**src/hw/rtl/vdh_pkg.sv**
```systemverilog
package vdh_pkg;

    // Store geometry and counter widths
    localparam int MAX_BINS  = 65536;
    localparam int ADDR_W    = $clog2(MAX_BINS);
    localparam int COUNT_W   = 32;
    localparam int FRAME_W   = 32;
    localparam int FRAC_BITS = 12;
    localparam int HALF      = 1 << (FRAC_BITS - 1);

    // Field and datapath widths
    localparam int POS_W      = 24;
    localparam int DIFF_W     = POS_W + 1;
    localparam int PPN_W      = 8;
    localparam int BINS_W     = 9;
    localparam int PROD_W     = DIFF_W + PPN_W + 1;
    localparam int IDX_W      = BINS_W;
    localparam int ZY_W       = 2 * BINS_W;
    localparam int LIN_W      = 3 * BINS_W;
    localparam int TARGET_W   = 16;
    localparam int OP_W       = 2;
    localparam int CFG_IDX_W  = 3;
    localparam int CFG_DATA_W = 24;

    // Register reset values
    localparam logic [PPN_W-1:0]  PPN_RESET  = PPN_W'(10);
    localparam logic [BINS_W-1:0] BINS_RESET = BINS_W'(40);

    // Command queue between front and back
    localparam int CMDQ_DEPTH = 4;
    localparam int CMDQ_PTR_W = $clog2(CMDQ_DEPTH);
    localparam int CMDQ_CNT_W = $clog2(CMDQ_DEPTH + 1);

    typedef enum logic [OP_W-1:0] {
        OP_ADD   = 2'd0,
        OP_READ  = 2'd1,
        OP_CLEAR = 2'd2,
        OP_FRAME = 2'd3
    } op_t;

    typedef enum logic [CFG_IDX_W-1:0] {
        REG_X_ORIGIN = 3'd0,
        REG_Y_ORIGIN = 3'd1,
        REG_Z_ORIGIN = 3'd2,
        REG_PPN      = 3'd3,
        REG_X_BINS   = 3'd4,
        REG_Y_BINS   = 3'd5,
        REG_Z_BINS   = 3'd6
    } cfg_reg_t;

    typedef enum logic [1:0] {
        BK_CLEAR,
        BK_IDLE,
        BK_WAIT
    } back_state_t;

    // Classified item handed from front to back
    typedef struct packed {
        op_t               op;
        logic              counted;
        logic [ADDR_W-1:0] addr;
    } cmd_t;

    // Result item
    typedef struct packed {
        logic               counted;
        logic [ADDR_W-1:0]  bin_address;
        logic [COUNT_W-1:0] bin_count;
        logic [FRAME_W-1:0] frames_seen;
    } res_t;

    // Back status seen by the front
    typedef struct packed {
        logic clearing;
    } back_status_t;

endpackage

```
**src/hw/rtl/vdh_cmd_queue.sv**
```systemverilog
module vdh_cmd_queue
    import vdh_pkg::*;
(
    input  logic clk,
    input  logic rst_n,
    input  logic push,
    input  cmd_t push_cmd,
    output logic full,
    input  logic pop,
    output cmd_t head,
    output logic empty
);

    cmd_t                  slot_reg [CMDQ_DEPTH];
    logic [CMDQ_PTR_W-1:0] wr_ptr_reg, rd_ptr_reg;
    logic [CMDQ_CNT_W-1:0] cnt_reg;
    logic                  do_push, do_pop;

    assign full    = cnt_reg == CMDQ_CNT_W'(CMDQ_DEPTH);
    assign empty   = cnt_reg == '0;
    assign do_push = push && !full;
    assign do_pop  = pop && !empty;
    assign head    = slot_reg[rd_ptr_reg];

    // Advance pointers and fill count
    always_ff @(posedge clk or negedge rst_n)
    begin
        if (!rst_n)
        begin
            wr_ptr_reg <= '0;
            rd_ptr_reg <= '0;
            cnt_reg    <= '0;
        end
        else
        begin
            if (do_push)
                wr_ptr_reg <= wr_ptr_reg + 1'b1;
            if (do_pop)
                rd_ptr_reg <= rd_ptr_reg + 1'b1;
            if (do_push && !do_pop)
                cnt_reg <= cnt_reg + 1'b1;
            else if (do_pop && !do_push)
                cnt_reg <= cnt_reg - 1'b1;
        end
    end

    // Store items
    always_ff @(posedge clk)
    begin
        if (do_push)
            slot_reg[wr_ptr_reg] <= push_cmd;
    end

endmodule

```
**config.mk**
```make
export PLATFORM = sky130hd
export DESIGN_NAME = vdh_cmd_queue
export DESIGN_NICKNAME = d
export VERILOG_FILES = /design/src/hw/rtl/vdh_pkg.sv /design/src/hw/rtl/vdh_cmd_queue.sv
export SDC_FILE = /design/constraint.sdc
export NUM_CORES = 1
export LEC_CHECK = 0
export BUFFER_PORTS_ARGS = -buffer_cell sky130_fd_sc_hd__buf_2
export CAP_MARGIN = 40
export CORE_ASPECT_RATIO = 1.2
export CORE_UTILIZATION = 35
export DETAILED_ROUTE_END_ITERATION = 12
export PLACE_DENSITY = 0.58
export SLEW_MARGIN = 30
export SYNTH_ARGS = -nofsm -noshare
export SYNTH_HDL_FRONTEND = slang
export SYNTH_SLANG_ARGS = --single-unit
export TNS_END_PERCENT = 1
```
**constraint.sdc**
```tcl
create_clock -name clk -period 2.1 [get_ports clk]
set_input_delay 0.21 -clock clk [delete_from_list [all_inputs] [get_ports clk]]
set_output_delay 0.21 -clock clk [all_outputs]
set_load 0.005 [all_outputs]
```
Word level (Yosys, flattened, before mapping)

Memories as Yosys holds them, arrays and structs flattened.
Cells that the tools add are included.

Memories kept: 1
Word-level logic and storage cells: 23
RAM bits: 76
Register bits after elaboration: 7
Output and inout port bits: 21

Memory list:

| name     | depth | bits a word | read ports | clocked after Yosys merged registers in | wr ports | line                | source |
|---|---|---|---|---|---|---|---|
| slot_reg | 4     | 19          | 1          | 0                                       | 1        | vdh_cmd_queue.sv:14 | `cmd_t slot_reg [CMDQ_DEPTH];` |

Muxes and demuxes: 4
Equal/unequal tests: 1
Add/sub/neg operators: 4
Reductions and logical operators: 10

Operator list:

| cell                                                               | number |
|---|---|
| 3-bit two-way mux                                                  | 2 |
| 2-bit by 1-bit adder with 2-bit output, second input constant      | 2 |
| 1-bit logical AND                                                  | 4 |
| 1-bit logical NOT                                                  | 4 |
| 3-bit by 1-bit adder with 3-bit output, second input constant      | 1 |
| 3-bit == test, second input constant                               | 1 |
| 3-bit logical NOT                                                  | 1 |
| 3-bit by 1-bit subtractor with 3-bit output, second input constant | 1 |
| 1-bit two-way mux                                                  | 2 |
| 2-bit nonzero test                                                 | 1 |

Longest topological paths before layout

Gate-level depths: netlist (run 1).

Depth in word-level cells: 7
Mapped depth: 9

Least setup slack after synthesis (run 1)

No wires, ideal clock.

Path type: register to register
Start: register cnt_reg[0]
End: register cnt_reg[2]
Clock period less this slack: 1977 ps
Required time: 2021 ps
Slack: 123 ps
Data arrival time: 1898 ps
Stages on the path, launching flop included: 9
Path through: dfrtp_1 -> or3_1 -> nand2_1 -> ha_1 -> inv_1 -> fa_1 -> xor2_1 -> nor2_1 -> xor2_1

Cells in the longest elaborated chain, start to end: 6

RTL lines:

| element                                                                             | line                | source |
|---|---|---|
| from (decl)                                                                         | vdh_cmd_queue.sv:16 | `logic [CMDQ_CNT_W-1:0] cnt_reg;` |
| from (signal assigned)                                                              | vdh_cmd_queue.sv:41 | `cnt_reg <= cnt_reg + 1'b1;` |
| from (signal assigned)                                                              | vdh_cmd_queue.sv:43 | `cnt_reg <= cnt_reg - 1'b1;` |
| branches (longest 6 deep; another with 3-bit by 1-bit subtractor with 3-bit output) | -                   |  |

Parallel ways; which one is timed is not known. The select of a mux whose other input is x is not followed.
A chain may end at the register's enable or synchronous reset.

Final worst setup path (run 1)

Ends and elaborated chain as after synthesis.

==> key figures, run 1 <==
Worst setup path
  • Most used cell, CP: xor2_1
  • R2R Setup Slk: 0.11 ns
  • Worst-path maximum fanout: 3
  • CP Data Arrival Time: 2.25 ns
  • Reg-to-reg startpoint: cnt_reg[0]
  • Critical-path cell list: or3_4 -> nand2_1 -> ha_2 -> inv_1 -> fa_1 -> xor2_1 -> nor2_1 -> xor2_1
  • Reg2Reg Depth: 8
  • Setup crit start: cnt_reg[0]
  • RR Endpoint: cnt_reg[2]
  • Setup CP Type: reg -> reg
  • Crit end category: flop
  • Critical path's slowest cell: or3_4
  • Startpoint Class: flop
  • Worst path max stage delay: 0.40 ns
  • Delay-heaviest family, CP: simple AND/OR/NAND/NOR gates
  • Critical Path RT: 2.36 ns
  • CP bufs+invs: 1

Clock network
  • Clock Path Buffers: 2
  • CTS Sinks: 83
  • Root buffer cell: clkbuf_8
  • Reg clk slew, reported paths: 0.08 ns
  • H-Tree Depth: 3
  • Num CTS Buffers: 9
  • CTS tree: built
  • Worst-Skew Late Latency: 0.34 ns

Synth
  • Synth Cell Area: 3160 µm²
  • Synth top area cells: edfxtp_1, mux4_2, dfrtp_1, ha_1, xnor2_1
  • Area leader, netlist: edfxtp_1
  • Syn Inst Count: 135
  • Sequential area share after synthesis: 77.8%
  • Synth Warn #: 0
  • Netlist cell types: 21
  • Avg Inst Size Synth: 23.4 µm²
  • Synth top area share: 72.2%
  • Register bit total from synthesis: 83
  • Mapped Nets: 164

Final layout
  • Most common cell after layout, fill and taps aside: edfxtp_1
  • P&R area growth vs syn: 20.5%
  • Finished Layout Cells: 321
  • Antenna cells: 0
  • Fillers: 780
  • Most frequent cells in the layout: edfxtp_1, buf_2, mux4_2
  • Layout cells sized above 1: 46.1%
  • Max reg flops: 76
  • # nets final: 228

Floorplan
  • Die Area: 9410 µm²
  • Core ar.: 8660 µm²
  • Ports: 44
  • Rows: 37
  • DIE WIDTH: 88.7 µm
  • Initial core utilization: 36.5%
  • Die Ht: 106 µm

Placement
  • Placed cell count: 303
  • Pre-CTS setup slack: 0.0737 ns
  • GP Congestion: 0.688
  • HPWL after detailed placement: 3420 µm
  • Port bufs: 43

GRT
  • Initial antenna violation count: 0
  • Largest net degree at the start of global routing: 20
  • Grt total ovfl: 0
  • Vias in the first global route: 1,553
  • First-pass GRT wire length: 8230 µm
  • Gr usage total: 12.6%

Timing
  • Final setup viols: 0
  • Slew headroom: 81.8%
  • Final hold viol count: 0
  • Final period utilization: 94.6%
  • Clock skew: 0.00923 ns
  • Fin. max-slew vios: 0
  • Post-layout min period: 1.99 ns
  • Worst setup margin: 0.113 ns
  • Least-Margin Pin Slew: 0.273 ns
  • Fmax: 0.503 GHz

Detailed routing
  • Post-route DRC violation count: 0
  • Drt wl/cell: 16.1 µm
  • Number of DRC markers in iteration 0: 70
  • Total vias in the final route: 1,451
  • Vias per cell: 4.52
  • Routed Antenna Nets: 0
  • Routed wire length: 5180 µm
  • First drt pass iteration count: 4

Power
  • Worst IR drop on VDD: 653 µV
  • Pwr dens: 1320 nW/µm²
  • Leak Pwr: 1.37 nW

Worst hold path
  • Hold path depth: 1
  • Hold Path Class: in -> reg
  • Hold Path Sink: slot_reg[0][1]
  • Min-delay src: push_cmd[1]

Flow run
  • Max cap viols: 0

Outcome
  • Run status: finished, final reports clean
## what timing repair did
action	in CTS	in global routing
hold buffers	1	0
resized for setup	0	2
buffers inserted	0	1
endpoints found under the hold margin	7	0
setup endpoints to repair	0	1
## cell usage after synthesis
cell type	n
nor3b_2	1
xor2_1	2
buf_4	2
buf_6	1
dfrtp_1	7
xnor2_1	4
or3_1	1
clkbuf_1	1
nor2b_1	1
and2_1	4
ha_1	5
nand3_1	1
inv_1	4
fa_1	1
buf_2	1
mux2_4	1
nand2_1	1
nor2_1	1
mux2_2	1
mux4_2	19
edfxtp_1	76
## where the power goes
group	total [mW]	internal (mW)	switching (mW)
sequential	2.31	2.20	0.107
clock	1.08	0.551	0.526
combinational	1.63	0.870	0.759
## layer usage
metal	up-vias	share of wire (%)	global-route usage [%]
li1	671	-	-
met1	737	43	16.0
met2	36	51	19.2
met3	7	4.3	4.74
met4	0	1.5	5.18
met5	-	0	0
## final cells by class
class / count / area [µm²] / share of cell area, %
sequential: 83 / 2460 / 64.5
clock buffer: 12 / 135 / 3.55
multi-input combinational: 43 / 659 / 17.3
tap: 117 / 146 / 3.84
clock inverter: 4 / 51.3 / 1.35
inverter: 4 / 15.0 / 0.394
timing repair buffer: 58 / 343 / 9.00
## stage by stage
| stage | cell area (µm²) | hold WS [ns] | power, mW | utilization [%] | setup TNS (ns) |
|---|---|---|---|---|---|
| 2_1_floorplan | 3160 | -0.0856 | 3.34 | - | 0 |
| 3_3_place_gp | 3600 | 0.0562 | 3.99 | 41.5 | 0 |
| 3_5_place_dp | 3600 | 0.0551 | 4.02 | 41.5 | 0 |
| 4_1_cts | 3790 | 0.0631 | 5.10 | 43.8 | 0 |
| 5_1_grt | 3810 | 0.0635 | 5.34 | 44.0 | -0.00177 |
| 6_report | 3810 | 0.0791 | 5.02 | 44.0 | 0 |
## kinds of logic (layout without fill, tap and decap cells)
family,Yosys count,in the layout,synth area share [%]
flops,83,83,77.8
mux,21,21,14.4
simple gates,10,10,1.98
buf+inv,9,78,1.58
fa+ha+maj,6,6,2.61
xor+xnor,6,6,1.66
## how the worst max path moves through the flow
| stage | endpoint | slack (ns) | cells after the start |
|---|---|---|---|
| 6_report | cnt_reg[2] | 0.11 | 8 |
| 4_1_cts | cnt_reg[2] | 0.05 | 8 |
| 3_5_place_dp | cnt_reg[2] | 0.07 | 8 |
| 3_3_place_gp | cnt_reg[2] | 0.12 | 8 |
| 5_1_grt | cnt_reg[2] | -0.002 | 8 |
| 2_1_floorplan | cnt_reg[2] | 0.12 | 8 |
Power figures use the tool's default switching activity.
==> inputs of run 2 (changes only) <==
Settings changed: GPL_TIMING_DRIVEN set to 0.
==> run 2 against run 1 <==
  * Critical endpoint unchanged
  * Critical path depth is the same
  * Power grew 4.6%
  * Sequential power is essentially flat
  * First-iteration DRC count shrank 51%
  * Clock-buffer cell count shrank 3
  * Maximum frequency shrank 0.10%
  * Worst hold slack lost 0.011 ns
  * Utilization grew 0.25 points
  * Global-route usage grew 0.30 points
  * Routed wire length grew 1.5%
  * Sequential cell count is the same
  * Largest power group unchanged
==> key figures, run 2 (synthesis results as in run 1) <==
Worst setup path
  • Critical Path RT: 2.38 ns
  • Setup CP Type: reg -> reg
  • Startpoint Class: flop
  • Crit end category: flop
  • Worst-path maximum fanout: 3
  • RR Endpoint: cnt_reg[2]
  • Reg2Reg Depth: 8
  • CP Data Arrival Time: 2.27 ns
  • Reg-to-reg startpoint: cnt_reg[0]
  • R2R Setup Slk: 0.11 ns
  • CP endpoint: cnt_reg[2]
  • Setup crit start: cnt_reg[0]

GRT
  • Vias in the first global route: 1,521
  • Gr usage total: 12.9%
  • First-pass GRT wire length: 8270 µm
  • Largest net degree at the start of global routing: 20
  • Initial antenna violation count: 0
  • Grt total ovfl: 0

Final layout
  • Antenna cells: 0
  • Most common cell after layout, fill and taps aside: edfxtp_1
  • Max reg flops: 76
  • P&R area growth vs syn: 21.2%
  • Layout cells sized above 1: 48.7%
  • Most frequent cells in the layout: edfxtp_1, buf_2, mux4_2
  • Finished Layout Cells: 316
  • # nets final: 223
  • Fillers: 766

Clock network
  • Worst-Skew Late Latency: 0.35 ns
  • Clock Path Buffers: 2
  • Num CTS Buffers: 9
  • Reg clk slew, reported paths: 0.08 ns
  • CTS Sinks: 83
  • CTS tree: built
  • Root buffer cell: clkbuf_8
  • H-Tree Depth: 3

Floorplan
  • Ports: 44
  • Die Ht: 106 µm
  • Rows: 37
  • Core ar.: 8660 µm²
  • DIE WIDTH: 88.7 µm
  • Initial core utilization: 36.5%
  • Die Area: 9410 µm²

Timing
  • Fin. max-slew vios: 0
  • Least-Margin Pin Slew: 0.656 ns
  • Fmax: 0.503 GHz
  • Final period utilization: 94.7%
  • Unrepaired setup endpoints after global routing: false
  • Slew headroom: 56.3%
  • Final hold viol count: 0
  • Clock skew: 0.00599 ns
  • Post-layout min period: 1.99 ns
  • Final setup viols: 0

Flow run
  • Max cap viols: 0

Detailed routing
  • Routed Antenna Nets: 0
  • Metal3 WL: 242 µm
  • Uppermost routed layer: met4
  • Met2 WL: 2700 µm
  • Vias per cell: 4.52
  • Routed wire length: 5260 µm
  • Drt wl/cell: 16.6 µm
  • Post-route DRC violation count: 0
  • Total vias in the final route: 1,428
  • Met1 Wirelength: 2200 µm
  • Number of DRC markers in iteration 0: 34
  • First drt pass iteration count: 6

Placement
  • Port bufs: 43
  • Placed cell count: 295
  • GP Congestion: 0.649
  • HPWL after detailed placement: 3260 µm

Power
  • Pwr dens: 1370 nW/µm²
  • Power Total: 5.25 mW
  • Worst IR drop on VDD: 645 µV
  • Leak Pwr: 1.35 nW

Worst hold path
  • Min-delay src: push_cmd[6]
  • Hold Path Class: in -> reg

Outcome
  • Run status: finished, final reports clean
run 2: through the flow:
stage / utilization, % / cell area, µm² / TNS, ns / setup slack, ns / hold WS (ns)
after floorplan: - / 3160 / 0 / 0.123 / -0.0856
after global placement: 40.7 / 3520 / -0.0254 / -0.0254 / 0.0522
after detailed placement: 40.7 / 3530 / -0.0208 / -0.0208 / 0.0551
after CTS: 43.8 / 3790 / 0 / 0.0242 / 0.0545
after global routing: 44.2 / 3830 / 0 / 0.0168 / 0.0520
final: 44.2 / 3830 / 0 / 0.111 / 0.0678
run 2: layer usage:
metal  GRT usage [%]  vias to the layer above
met2            20.1                       36
met5               0                        -
met1            15.4                      724
met4            7.49                        0
met3            4.19                        9
li1                -                      659
run 2: worst min path at each step:
stage                     endpoint  slack [ns]  cells past startpoint
finish              slot_reg[3][6]        0.07                      1
global route        slot_reg[0][7]        0.05                      1
CTS                 slot_reg[0][1]        0.05                      1
detailed placement      cnt_reg[1]        0.06                      1
global placement        cnt_reg[2]        0.05                      1
floorplan               cnt_reg[0]       -0.09                      0
run 2: final cells by class:
class                           instances  area (µm²)  area share (%)
Buffer                                  5        35.0           0.915
Clock buffer                            9         124            3.24
Timing Repair Buffer                   48         255            6.67
Inverter                                4        15.0           0.392
Clock inverter                          7         116            3.04
Sequential cell                        83        2460            64.2
Multi-Input combinational cell         43         677            17.7
Tap cell                              117         146            3.82
run 2: report_power, final:
group / switching [mW] / total, mW / internal [mW] / leakage, nW
clock network: 0.562 / 1.35 / 0.785 / 0.109
registers: 0.112 / 2.32 / 2.21 / 0.776
logic: 0.746 / 1.58 / 0.832 / 0.466
total: 1.42 / 5.25 / 3.83 / 1.35
run 2: critical path, cell delays in order (launching register included):
cell and delay [ns]:
dfrtp_2 0.43, or3_4 0.41, nand2_2 0.11, ha_4 0.14, inv_1 0.04, fa_1 0.37
xor2_1 0.15, nor2_1 0.11, xor2_1 0.16
run 2: timing repair:
action	CTS	global route
hold buffers	1	0
cloned	0	0
setup buffers	1	3
gates resized for setup	2	4
hold endpoints to repair	7	0
endpoints found under the setup margin	1	2
