===== src/hw/rtl/vdh_pkg.sv =====
package vdh_pkg;

    // Store geometry and counter widths
    localparam int MAX_BINS  = 65536;
    localparam int ADDR_W    = $clog2(MAX_BINS);
    localparam int COUNT_W   = 32;
    localparam int FRAME_W   = 32;
    localparam int FRAC_BITS = 12;
    localparam int HALF      = 1 << (FRAC_BITS - 1);

    // Field and datapath widths
    localparam int POS_W      = 24;
    localparam int DIFF_W     = POS_W + 1;
    localparam int PPN_W      = 8;
    localparam int BINS_W     = 9;
    localparam int PROD_W     = DIFF_W + PPN_W + 1;
    localparam int IDX_W      = BINS_W;
    localparam int ZY_W       = 2 * BINS_W;
    localparam int LIN_W      = 3 * BINS_W;
    localparam int TARGET_W   = 16;
    localparam int OP_W       = 2;
    localparam int CFG_IDX_W  = 3;
    localparam int CFG_DATA_W = 24;

    // Register reset values
    localparam logic [PPN_W-1:0]  PPN_RESET  = PPN_W'(10);
    localparam logic [BINS_W-1:0] BINS_RESET = BINS_W'(40);

    // Command queue between front and back
    localparam int CMDQ_DEPTH = 4;
    localparam int CMDQ_PTR_W = $clog2(CMDQ_DEPTH);
    localparam int CMDQ_CNT_W = $clog2(CMDQ_DEPTH + 1);

    typedef enum logic [OP_W-1:0] {
        OP_ADD   = 2'd0,
        OP_READ  = 2'd1,
        OP_CLEAR = 2'd2,
        OP_FRAME = 2'd3
    } op_t;

    typedef enum logic [CFG_IDX_W-1:0] {
        REG_X_ORIGIN = 3'd0,
        REG_Y_ORIGIN = 3'd1,
        REG_Z_ORIGIN = 3'd2,
        REG_PPN      = 3'd3,
        REG_X_BINS   = 3'd4,
        REG_Y_BINS   = 3'd5,
        REG_Z_BINS   = 3'd6
    } cfg_reg_t;

    typedef enum logic [1:0] {
        BK_CLEAR,
        BK_IDLE,
        BK_WAIT
    } back_state_t;

    // Classified item handed from front to back
    typedef struct packed {
        op_t               op;
        logic              counted;
        logic [ADDR_W-1:0] addr;
    } cmd_t;

    // Result item
    typedef struct packed {
        logic               counted;
        logic [ADDR_W-1:0]  bin_address;
        logic [COUNT_W-1:0] bin_count;
        logic [FRAME_W-1:0] frames_seen;
    } res_t;

    // Back status seen by the front
    typedef struct packed {
        logic clearing;
    } back_status_t;

endpackage


===== src/hw/rtl/vdh_front.sv =====
module vdh_front
    import vdh_pkg::*;
(
    input  logic                        clk,
    input  logic                        rst_n,
    input  logic                        cfg_we,
    input  logic [CFG_IDX_W-1:0]        cfg_index,
    input  logic [CFG_DATA_W-1:0]       cfg_data,
    input  logic                        push,
    output logic                        full,
    input  logic [OP_W-1:0]             op,
    input  logic signed [POS_W-1:0]     pos_x,
    input  logic signed [POS_W-1:0]     pos_y,
    input  logic signed [POS_W-1:0]     pos_z,
    input  logic [TARGET_W-1:0]         target_bin,
    input  back_status_t                back_stat,
    output logic                        cmd_valid,
    output cmd_t                        cmd,
    input  logic                        cmd_full
);

    typedef struct packed {
        logic             ok;
        logic [IDX_W-1:0] idx;
    } axis_t;

    // Round half away from zero and range check one axis
    function automatic axis_t axis_map(input logic signed [PROD_W-1:0] prod,
                                       input logic [BINS_W-1:0] size);
        logic signed [PROD_W-1:0]    rnd;
        logic [PROD_W-FRAC_BITS-1:0] r;
        axis_t                       a;
        rnd = prod + PROD_W'(HALF);
        r   = rnd[PROD_W-1:FRAC_BITS];
        if (prod < 0)
        begin
            a.ok  = (rnd > 0) && (size != '0);
            a.idx = '0;
        end
        else
        begin
            a.ok  = r < (PROD_W-FRAC_BITS)'(size);
            a.idx = r[IDX_W-1:0];
        end
        return a;
    endfunction

    logic signed [POS_W-1:0] x_origin_reg, y_origin_reg, z_origin_reg;
    logic [PPN_W-1:0]        ppn_reg;
    logic [BINS_W-1:0]       x_bins_reg, y_bins_reg, z_bins_reg;

    logic                    advance;
    logic                    in_take;

    // Stage 1: products
    logic                     s1_valid_reg;
    op_t                      s1_op_reg;
    logic [TARGET_W-1:0]      s1_target_reg;
    logic signed [PROD_W-1:0] s1_px_reg, s1_py_reg, s1_pz_reg;
    logic signed [DIFF_W-1:0] diff_x, diff_y, diff_z;
    logic signed [PPN_W:0]    ppn_s;
    logic signed [PROD_W-1:0] prod_x, prod_y, prod_z;

    // Stage 2: grid indexes
    logic                s2_valid_reg;
    op_t                 s2_op_reg;
    logic [TARGET_W-1:0] s2_target_reg;
    logic                s2_ok_reg;
    logic [IDX_W-1:0]    s2_xi_reg, s2_yi_reg, s2_zi_reg;
    axis_t               ax_x, ax_y, ax_z;

    // Stage 3: partial address
    logic                s3_valid_reg;
    op_t                 s3_op_reg;
    logic [TARGET_W-1:0] s3_target_reg;
    logic                s3_ok_reg;
    logic [IDX_W-1:0]    s3_xi_reg;
    logic [ZY_W-1:0]     s3_zy_reg;
    logic [ZY_W-1:0]     zy;

    // Stage 4: classified item
    logic                s4_valid_reg;
    cmd_t                s4_cmd_reg;
    logic [LIN_W-1:0]    lin;
    logic                in_grid;
    cmd_t                cmd_next;

    // Hold every stage while the last one cannot hand off
    assign advance = !s4_valid_reg || !cmd_full;
    assign full    = !advance || back_stat.clearing;
    assign in_take = push && !full;

    // Configuration registers
    always_ff @(posedge clk or negedge rst_n)
    begin
        if (!rst_n)
        begin
            x_origin_reg <= '0;
            y_origin_reg <= '0;
            z_origin_reg <= '0;
            ppn_reg      <= PPN_RESET;
            x_bins_reg   <= BINS_RESET;
            y_bins_reg   <= BINS_RESET;
            z_bins_reg   <= BINS_RESET;
        end
        else if (cfg_we)
        begin
            case (cfg_index)
                REG_X_ORIGIN: x_origin_reg <= cfg_data;
                REG_Y_ORIGIN: y_origin_reg <= cfg_data;
                REG_Z_ORIGIN: z_origin_reg <= cfg_data;
                REG_PPN:      ppn_reg      <= cfg_data[PPN_W-1:0];
                REG_X_BINS:   x_bins_reg   <= cfg_data[BINS_W-1:0];
                REG_Y_BINS:   y_bins_reg   <= cfg_data[BINS_W-1:0];
                REG_Z_BINS:   z_bins_reg   <= cfg_data[BINS_W-1:0];
                default:      ;
            endcase
        end
    end

    // Offset and scale each coordinate
    always_comb
    begin
        ppn_s  = {1'b0, ppn_reg};
        diff_x = DIFF_W'(pos_x) - DIFF_W'(x_origin_reg);
        diff_y = DIFF_W'(pos_y) - DIFF_W'(y_origin_reg);
        diff_z = DIFF_W'(pos_z) - DIFF_W'(z_origin_reg);
        prod_x = PROD_W'(diff_x) * PROD_W'(ppn_s);
        prod_y = PROD_W'(diff_y) * PROD_W'(ppn_s);
        prod_z = PROD_W'(diff_z) * PROD_W'(ppn_s);
    end

    // Round and range check
    always_comb
    begin
        ax_x = axis_map(s1_px_reg, x_bins_reg);
        ax_y = axis_map(s1_py_reg, y_bins_reg);
        ax_z = axis_map(s1_pz_reg, z_bins_reg);
    end

    // Linear address and final classification
    always_comb
    begin
        zy       = ZY_W'(s2_zi_reg) * ZY_W'(y_bins_reg) + ZY_W'(s2_yi_reg);
        lin      = LIN_W'(s3_zy_reg) * LIN_W'(x_bins_reg) + LIN_W'(s3_xi_reg);
        in_grid  = s3_ok_reg && (32'(lin) < 32'(MAX_BINS));
        cmd_next.op      = s3_op_reg;
        cmd_next.counted = (s3_op_reg == OP_ADD) && in_grid;
        if (s3_op_reg == OP_ADD)
            cmd_next.addr = in_grid ? lin[ADDR_W-1:0] : '0;
        else
            cmd_next.addr = ADDR_W'(s3_target_reg);
    end

    // Stage valid bits
    always_ff @(posedge clk or negedge rst_n)
    begin
        if (!rst_n)
        begin
            s1_valid_reg <= 1'b0;
            s2_valid_reg <= 1'b0;
            s3_valid_reg <= 1'b0;
            s4_valid_reg <= 1'b0;
        end
        else if (advance)
        begin
            s1_valid_reg <= in_take;
            s2_valid_reg <= s1_valid_reg;
            s3_valid_reg <= s2_valid_reg;
            s4_valid_reg <= s3_valid_reg;
        end
    end

    // Stage payloads
    always_ff @(posedge clk)
    begin
        if (advance)
        begin
            s1_op_reg     <= op_t'(op);
            s1_target_reg <= target_bin;
            s1_px_reg     <= prod_x;
            s1_py_reg     <= prod_y;
            s1_pz_reg     <= prod_z;

            s2_op_reg     <= s1_op_reg;
            s2_target_reg <= s1_target_reg;
            s2_ok_reg     <= ax_x.ok && ax_y.ok && ax_z.ok;
            s2_xi_reg     <= ax_x.idx;
            s2_yi_reg     <= ax_y.idx;
            s2_zi_reg     <= ax_z.idx;

            s3_op_reg     <= s2_op_reg;
            s3_target_reg <= s2_target_reg;
            s3_ok_reg     <= s2_ok_reg;
            s3_xi_reg     <= s2_xi_reg;
            s3_zy_reg     <= zy;

            s4_cmd_reg    <= cmd_next;
        end
    end

    assign cmd_valid = s4_valid_reg;
    assign cmd       = s4_cmd_reg;

endmodule


===== config.mk =====
export PLATFORM = sky130hd
export DESIGN_NAME = vdh_front
export DESIGN_NICKNAME = d
export VERILOG_FILES = /design/src/hw/rtl/vdh_pkg.sv /design/src/hw/rtl/vdh_front.sv
export SDC_FILE = /design/constraint.sdc
export NUM_CORES = 2
export LEC_CHECK = 0
export BUFFER_PORTS_ARGS = -buffer_cell sky130_fd_sc_hd__clkbuf_2
export CORE_MARGIN = 5
export CORE_UTILIZATION = 30
export CTS_BUF_LIST = sky130_fd_sc_hd__clkbuf_16
export CTS_CLUSTER_SIZE = 24
export DETAILED_ROUTE_END_ITERATION = 16
export RECOVER_POWER = 50
export SETUP_SLACK_MARGIN = 0.3
export SLEW_MARGIN = 30
export SYNTH_ARGS = -nofsm -noshare
export SYNTH_HDL_FRONTEND = slang
export SYNTH_SLANG_ARGS = --single-unit

===== constraint.sdc =====
create_clock -name clk -period 10.9 [get_ports clk]
set_clock_uncertainty 0.1 [all_clocks]
set_input_delay 0.545 -clock clk [delete_from_list [all_inputs] [get_ports clk]]
set_output_delay 0.545 -clock clk [all_outputs]
set_load 0.02 [all_outputs]

## Word-level counts from Yosys, hierarchy flattened

Index checks and enable logic that the tools add are counted.

| storage, ports and cells | value |
|---|---|
| register bits | 342 |
| latch bits | 0 |
| bits in writable memories | 0 |
| ROM bits | 0 |
| bits of input ports | 123 |
| output and inout bits | 21 |
| logic and storage cells | 90 |
| memories kept | 0 |

| cells by class | value |
|---|---|
| $add $sub $neg | 8 |
| multipliers | 5 |
| divide/modulo/power cells | 0 |
| $lt $le $gt $ge | 10 |
| eq/ne operators | 6 |
| shift operators | 0 |
| mux-type cells | 5 |
| bitwise logic cells | 0 |
| reduce and logical (&&, ||, !) cells | 26 |

Operators by type and width:

| cell | count |
|---|---|
| 34-bit by 13-bit adder with 34-bit output, second input constant | 3 |
| 34-bit by 1-bit greater-than comparator with 1-bit output, second input constant | 3 |
| 34-bit by 1-bit < comparator with 1-bit output, second input constant | 3 |
| 25-bit by 9-bit multiplier with 34-bit output | 3 |
| 24-bit by 24-bit subtractor with 25-bit output | 3 |
| 22-bit by 9-bit < comparator with 1-bit output | 3 |
| 16-bit two-way mux | 2 |
| 10-bit two-way mux | 3 |
| 27-bit by 9-bit adder with 27-bit output | 1 |
| 27-bit by 17-bit < comparator with 1-bit output, second input constant | 1 |
| 18-bit by 9-bit multiplier with 27-bit output | 1 |
| 9-bit nonzero test | 3 |
| 18-bit by 9-bit adder with 18-bit output | 1 |
| 9-bit by 9-bit multiplier with 18-bit output | 1 |
| 2-bit AND reduction | 7 |
| 3-bit == test, second input constant | 3 |
| 1-bit logical AND | 8 |
| 3-bit by 2-bit == test with 1-bit output, second input constant | 2 |
| 1-bit logical NOT | 4 |
| 3-bit by 1-bit == test with 1-bit output, second input constant | 1 |
| 3-bit logical NOT | 1 |
| 2-bit logical NOT | 1 |
| 1-bit logical OR | 2 |

## Longest topological paths before layout

| depth | value |
|---|---|
| depth in word-level cells | 6 |
| mapped depth | 32 |
| depth with buffers taken out | 31 |

## Least setup slack after synthesis

No wires, ideal clock.

| timing | value |
|---|---|
| path kind | input -> register |
| start | in pos_x[0] |
| end | reg s1_px_reg[32], data pin |
| setup time | 0.258 ns |
| arrival | 7.424 ns |
| data required time | 10.542 ns |
| path slack | 3.119 ns |
| cell stages on the path | 31 |
| buffers on the path | 0 |
| path through | inv_1 > ha_1 > fa_1 > nand2b_1 > a21boi_0 > o21ai_0 > a211oi_1 > o41ai_1 > a21oi_1 > a2111oi_0 > nor3_1 > xor2_1 > nand2_1 > fa_1 > inv_1 > fa_1 > fa_1 > inv_1 > fa_1 > inv_1 > ha_1 > and4_1 > and3_1 > a311oi_1 > o21ai_0 > a31o_2 > a41oi_1 > o21ai_0 > a211o_1 > a21oi_1 > xnor2_1 |

| on the way | value |
|---|---|
| word-level cells in the longest chain between the ends | 2 |

RTL lines:

| element | line | text |
|---|---|---|
| start: declaration | vdh_front.sv:12 | `input logic signed [POS_W-1:0] pos_x,` |
| 24-bit by 24-bit subtractor with 25-bit output | vdh_front.sv:125 | `diff_x = DIFF_W'(pos_x) - DIFF_W'(x_origin_reg);` |
| 25-bit by 9-bit multiplier with 34-bit output | vdh_front.sv:128 | `prod_x = PROD_W'(diff_x) * PROD_W'(ppn_s);` |
| via prod_x[32] | vdh_front.sv:62 | `logic signed [PROD_W-1:0] prod_x, prod_y, prod_z;` |
| end signal: assignment | vdh_front.sv:181 | `s1_px_reg <= prod_x;` |
| end: declaration | vdh_front.sv:59 | `logic signed [PROD_W-1:0] s1_px_reg, s1_py_reg, s1_pz_reg;` |

The timed path passes the listed nets, and every way through them passes these cells.
A chain may end at the register's enable or synchronous reset.

## Worst setup path in the final report

| timing | value |
|---|---|
| start | reg x_origin_reg[0] |
| end | reg s1_px_reg[32], data pin |

| on the way | value |
|---|---|
| word-level cells in the longest chain between the ends | 2 |

RTL lines:

| element | line | text |
|---|---|---|
| start: declaration | vdh_front.sv:48 | `logic signed [POS_W-1:0] x_origin_reg, y_origin_reg, z_origin_reg;` |
| start signal: assignment | vdh_front.sv:109 | `REG_X_ORIGIN: x_origin_reg <= cfg_data;` |
| 24-bit by 24-bit subtractor with 25-bit output | vdh_front.sv:125 |  |
| 25-bit by 9-bit multiplier with 34-bit output | vdh_front.sv:128 |  |
| via prod_x[32] | vdh_front.sv:62 |  |

The timed path passes the listed nets, and every way through them passes these cells.

==> results by stage <==
Setup path:
- The cell repeated most along the worst path is sky130_fd_sc_hd__fa_1.
- The slowest stage of the critical path is the sky130_fd_sc_hd__a21boi_0 cell.
- The arrival time reported for the critical path endpoint is 9.33 ns.
- Counting cells, the worst reg-to-reg path comes to 30.
- The critical path capture point type is a flip-flop.
- The largest fanout on the critical path is 8.
- The worst register-to-register path begins at x_origin_reg[0]$_DFFE_PN0P_.
- The worst register-to-register path ends at s1_px_reg[32]$_DFFE_PN_.
- The type of the worst setup path is flip-flop to flip-flop.
- On the worst path, the slowest cell contributes a delay of 0.61 ns.
- The worst setup path is launched from a flip-flop.
- The minimum setup slack among reg-to-reg paths is 1.81 ns.
- For the worst setup path, the data required time is 11.14 ns.

STA:
- The final hold violation count is 0.
- After routing, the total negative slack on setup checks comes to 0 ns.
- At the pin with the least slew margin, the transition time is 4.46 ns.
- Setup repair after global routing left no endpoint under its margin.
- The worst path uses 83.4% of the clock period.
- Headroom to the max-slew limit came out at -197%.
- Counting I/O delays and the setup requirement, the final critical path takes 9.09 ns.
- Setup violations remaining at the end of the flow were counted as 0.
- The final max-slew violation count was 646.
- For this run, the top clock speed supported by timing is 110 MHz.

Yosys:
- In the synthesized netlist, the number of instances is 4958.
- The synthesis warning total is 0.
- Sorting the synthesized cells by area gives the leading types as sky130_fd_sc_hd__fa_1 28%, sky130_fd_sc_hd__edfxtp_1 15%, sky130_fd_sc_hd__ha_1 11%.
- The number of unique standard cell types used by synthesis is 88.
- Sequential elements use 20.9% of the synthesized area.
- The prevailing post-synth register cell is sky130_fd_sc_hd__edfxtp_1.
- The most area-hungry cell type in the Yosys netlist is sky130_fd_sc_hd__fa_1.
- When the netlist entered floorplanning its net count stood at 6152.
- The mapped netlist covers 46500 um^2.
- The area fraction of the dominant cell type after synthesis is 27.7%.
- Of all flip-flops after synthesis, the portion carrying an async set or reset was 32.5%.
- In this run, synthesis inferred 231 flip-flops with an integrated enable.
- The per-instance average area after synthesis is 9.37 um^2.
- After synthesis the netlist holds a flip-flop and latch count of 342.

Floorplanning:
- The area of the core is 154000 um^2.
- The initial standard-cell utilization of the core is 30.2%.
- The die is 404 um tall.
- Measured along the x axis, the die boundary spans 404 um.
- The cell row count is 144.
- The die covers 163000 um^2.
- For this design the top-level I/O count stands at 144.

Placement:
- Including well taps, the total number of placed cells is 7016.
- The count of buffers added on input and output ports is 143.
- The HPWL after detailed placement is 91600 um.
- At the end of routability-driven placement, the weighted congestion stood at 0.838.
- The area of placed instances is 49400 um^2.

Route:
- After detailed routing, the average wire length per cell comes to 16.4 um.
- The count of nets left with antenna violations once routing finished came out at 0.
- For this block, the initial DRC count from the detailed router was 2152.
- Dividing the detail-routed via count by the number of cells gives 4.71.
- The total vias in the final route is 33500.
- The final wirelength is 117000 um.
- After detailed routing, the number of remaining DRC violations is 0.
- The iteration count of the initial detailed-routing pass is 6.

Finish:
- In the layout the commonest cells are 959 x sky130_fd_sc_hd__inv_1, 644 x sky130_fd_sc_hd__fa_1, 570 x sky130_fd_sc_hd__nand2_1.
- The most common cell after layout, fill and taps aside is sky130_fd_sc_hd__inv_1.
- The sequential cell area in the final layout is 9720 um^2.
- The post-layout instance count excluding filler cells is 7114.
- For this run, the post-layout net count is 6223.
- The share of layout cells above drive strength 1 is 5.73%.
- The area of the multi-input gates is 32600 um^2.
- The layout-stage area growth over the synthesis result is 9.47%.
- Counting the fill cells in the layout gives 15900.
- After routing the design area is 50900 um^2.

Clock tree:
- For the worst-skew pair, the clock arrives at the later sink with an insertion delay of 0.62 ns.
- The clock tree from TritonCTS is done.
- The clock drives 342 sinks.
- Clock-pin slew was measured on the worst setup and hold paths at 0.06 ns.
- In this run the deepest clock path goes through 3 buffers.
- The number of buffers created by CTS is 43.
- The number of instances resized during post-cts repair is 0.
- The root cell of the clock tree is sky130_fd_sc_hd__clkbuf_16.
- The H-tree was split into 2 levels.

GRT:
- The initial antenna violation count is 10.
- The remaining global-route overflow is 0.
- The number of global-route vias before repair is 35000.
- The pin count of the biggest net entering global routing is 184.
- In the global route stage, overall resource usage came out at 14.4%.
- The wire length of the first global-routing pass is 189000 um.

Run status:
- The run finished, with violations left.
- The final reports fail on capacitance limit, slew limit.

Worst hold path:
- The tightest min-delay check is of the input port to flip-flop type.
- The sink of the worst hold path is s1_target_reg[15]$_DFFE_PN_.
- The number of cells on the worst hold path is 1.
- In this run the most critical hold path is launched from target_bin[15].

Flow run:
- Max-cap violations in this run came to 11.
-- area by class of cell --
class / instances / share of cell area [%]
diodes: 6 / 0.0295
clock buffers: 44 / 2.16
clock inverters: 36 / 0.613
inverters: 956 / 7.06
multi-input cells: 3516 / 64.2
flip-flops and latches: 342 / 19.1
well taps: 2044 / 5.03
repair buffers: 170 / 1.83
-- synth_stat cells, types with 8 or more instances --
library cell	count
sky130_fd_sc_hd__a211o_1	12
sky130_fd_sc_hd__a211oi_1	21
sky130_fd_sc_hd__a21boi_0	13
sky130_fd_sc_hd__a21o_1	81
sky130_fd_sc_hd__a21oi_1	160
sky130_fd_sc_hd__a31oi_1	22
sky130_fd_sc_hd__and2_1	425
sky130_fd_sc_hd__and3_1	32
sky130_fd_sc_hd__clkbuf_1	136
sky130_fd_sc_hd__dfrtp_1	103
sky130_fd_sc_hd__dfstp_2	8
sky130_fd_sc_hd__edfxtp_1	231
sky130_fd_sc_hd__fa_1	644
sky130_fd_sc_hd__ha_1	427
sky130_fd_sc_hd__inv_1	955
sky130_fd_sc_hd__mux2_2	40
sky130_fd_sc_hd__mux2i_1	10
sky130_fd_sc_hd__nand2_1	570
sky130_fd_sc_hd__nand2b_1	57
sky130_fd_sc_hd__nand3_1	63
sky130_fd_sc_hd__nand3b_1	11
sky130_fd_sc_hd__nand4_1	30
sky130_fd_sc_hd__nor2_1	145
sky130_fd_sc_hd__nor2b_1	73
sky130_fd_sc_hd__nor3_1	63
sky130_fd_sc_hd__nor4_1	25
sky130_fd_sc_hd__o21a_1	34
sky130_fd_sc_hd__o21ai_0	154
sky130_fd_sc_hd__o21bai_1	18
sky130_fd_sc_hd__o22ai_1	10
sky130_fd_sc_hd__o31ai_1	14
sky130_fd_sc_hd__o31ai_2	9
sky130_fd_sc_hd__or2_2	14
sky130_fd_sc_hd__or3_1	24
sky130_fd_sc_hd__or4_1	8
sky130_fd_sc_hd__xnor2_1	141
sky130_fd_sc_hd__xor2_1	57
-- logic make-up (layout without fill, tap and decap cells) --
kind of cell	count (synthesis)	count (layout)	share of synthesized area, %
simple gates	1573	1573	17.2
buf+inv	1100	1206	8.93
fa+ha+maj	1071	1071	39.2
compound gates	624	624	8.78
flops	342	342	20.9
xor+xnor	198	198	3.73
mux	50	50	1.18
other cells	0	6	0
-- repair_timing --
| item | CTS | global route |
|---|---|---|
| setup buffers | 0 | 0 |
| hold buffers | 8 | 0 |
| endpoints found under the hold margin | 68 | 0 |
-- metrics by stage --
stage | utilization [%] | worst slack [ns] | hold slack, ns
after global placement | 32.0 | 1.55 | 0.302
after floorplan | - | 3.12 | 0.149
final | 33.0 | 1.81 | 0.0311
after global routing | 33.0 | 1.01 | 0.00761
after CTS | 33.0 | 1.77 | 0.000517
after detailed placement | 32.0 | 1.37 | 0.305
-- worst max-delay path: cells and delay by family (launching register included) --
family,cells,cell delay [ns]
AOI/OAI and AO/OA,13,3.57
adders and majority gates,7,3.04
and+or+nand+nor,5,1.02
xor gates and xnor gates,2,0.57
DFF,1,0.38
buffers and inverters,3,0.14
-- worst max-delay path by stage --
stage	from	end	depth (start not counted)
6_report	x_origin_reg[0]$_DFFE_PN0P_	s1_px_reg[32]$_DFFE_PN_	30
5_1_grt	x_origin_reg[0]$_DFFE_PN0P_	s1_px_reg[32]$_DFFE_PN_	30
4_1_cts	x_origin_reg[0]$_DFFE_PN0P_	s1_px_reg[32]$_DFFE_PN_	30
3_5_place_dp	pos_x[0]	s1_px_reg[32]$_DFFE_PN_	32
3_3_place_gp	pos_x[0]	s1_px_reg[32]$_DFFE_PN_	32
2_1_floorplan	pos_x[0]	s1_px_reg[32]$_DFFE_PN_	31
-- per-layer routing --
layer	global-route usage, %	part of all wire (%)
met5	0	0
met4	3.34	2.6
met3	2.49	6.3
met2	23.3	45
met1	20.1	46
Power is not shown: default switching activity piles up to over one toggle a cycle in this logic, so the estimate is an artifact.
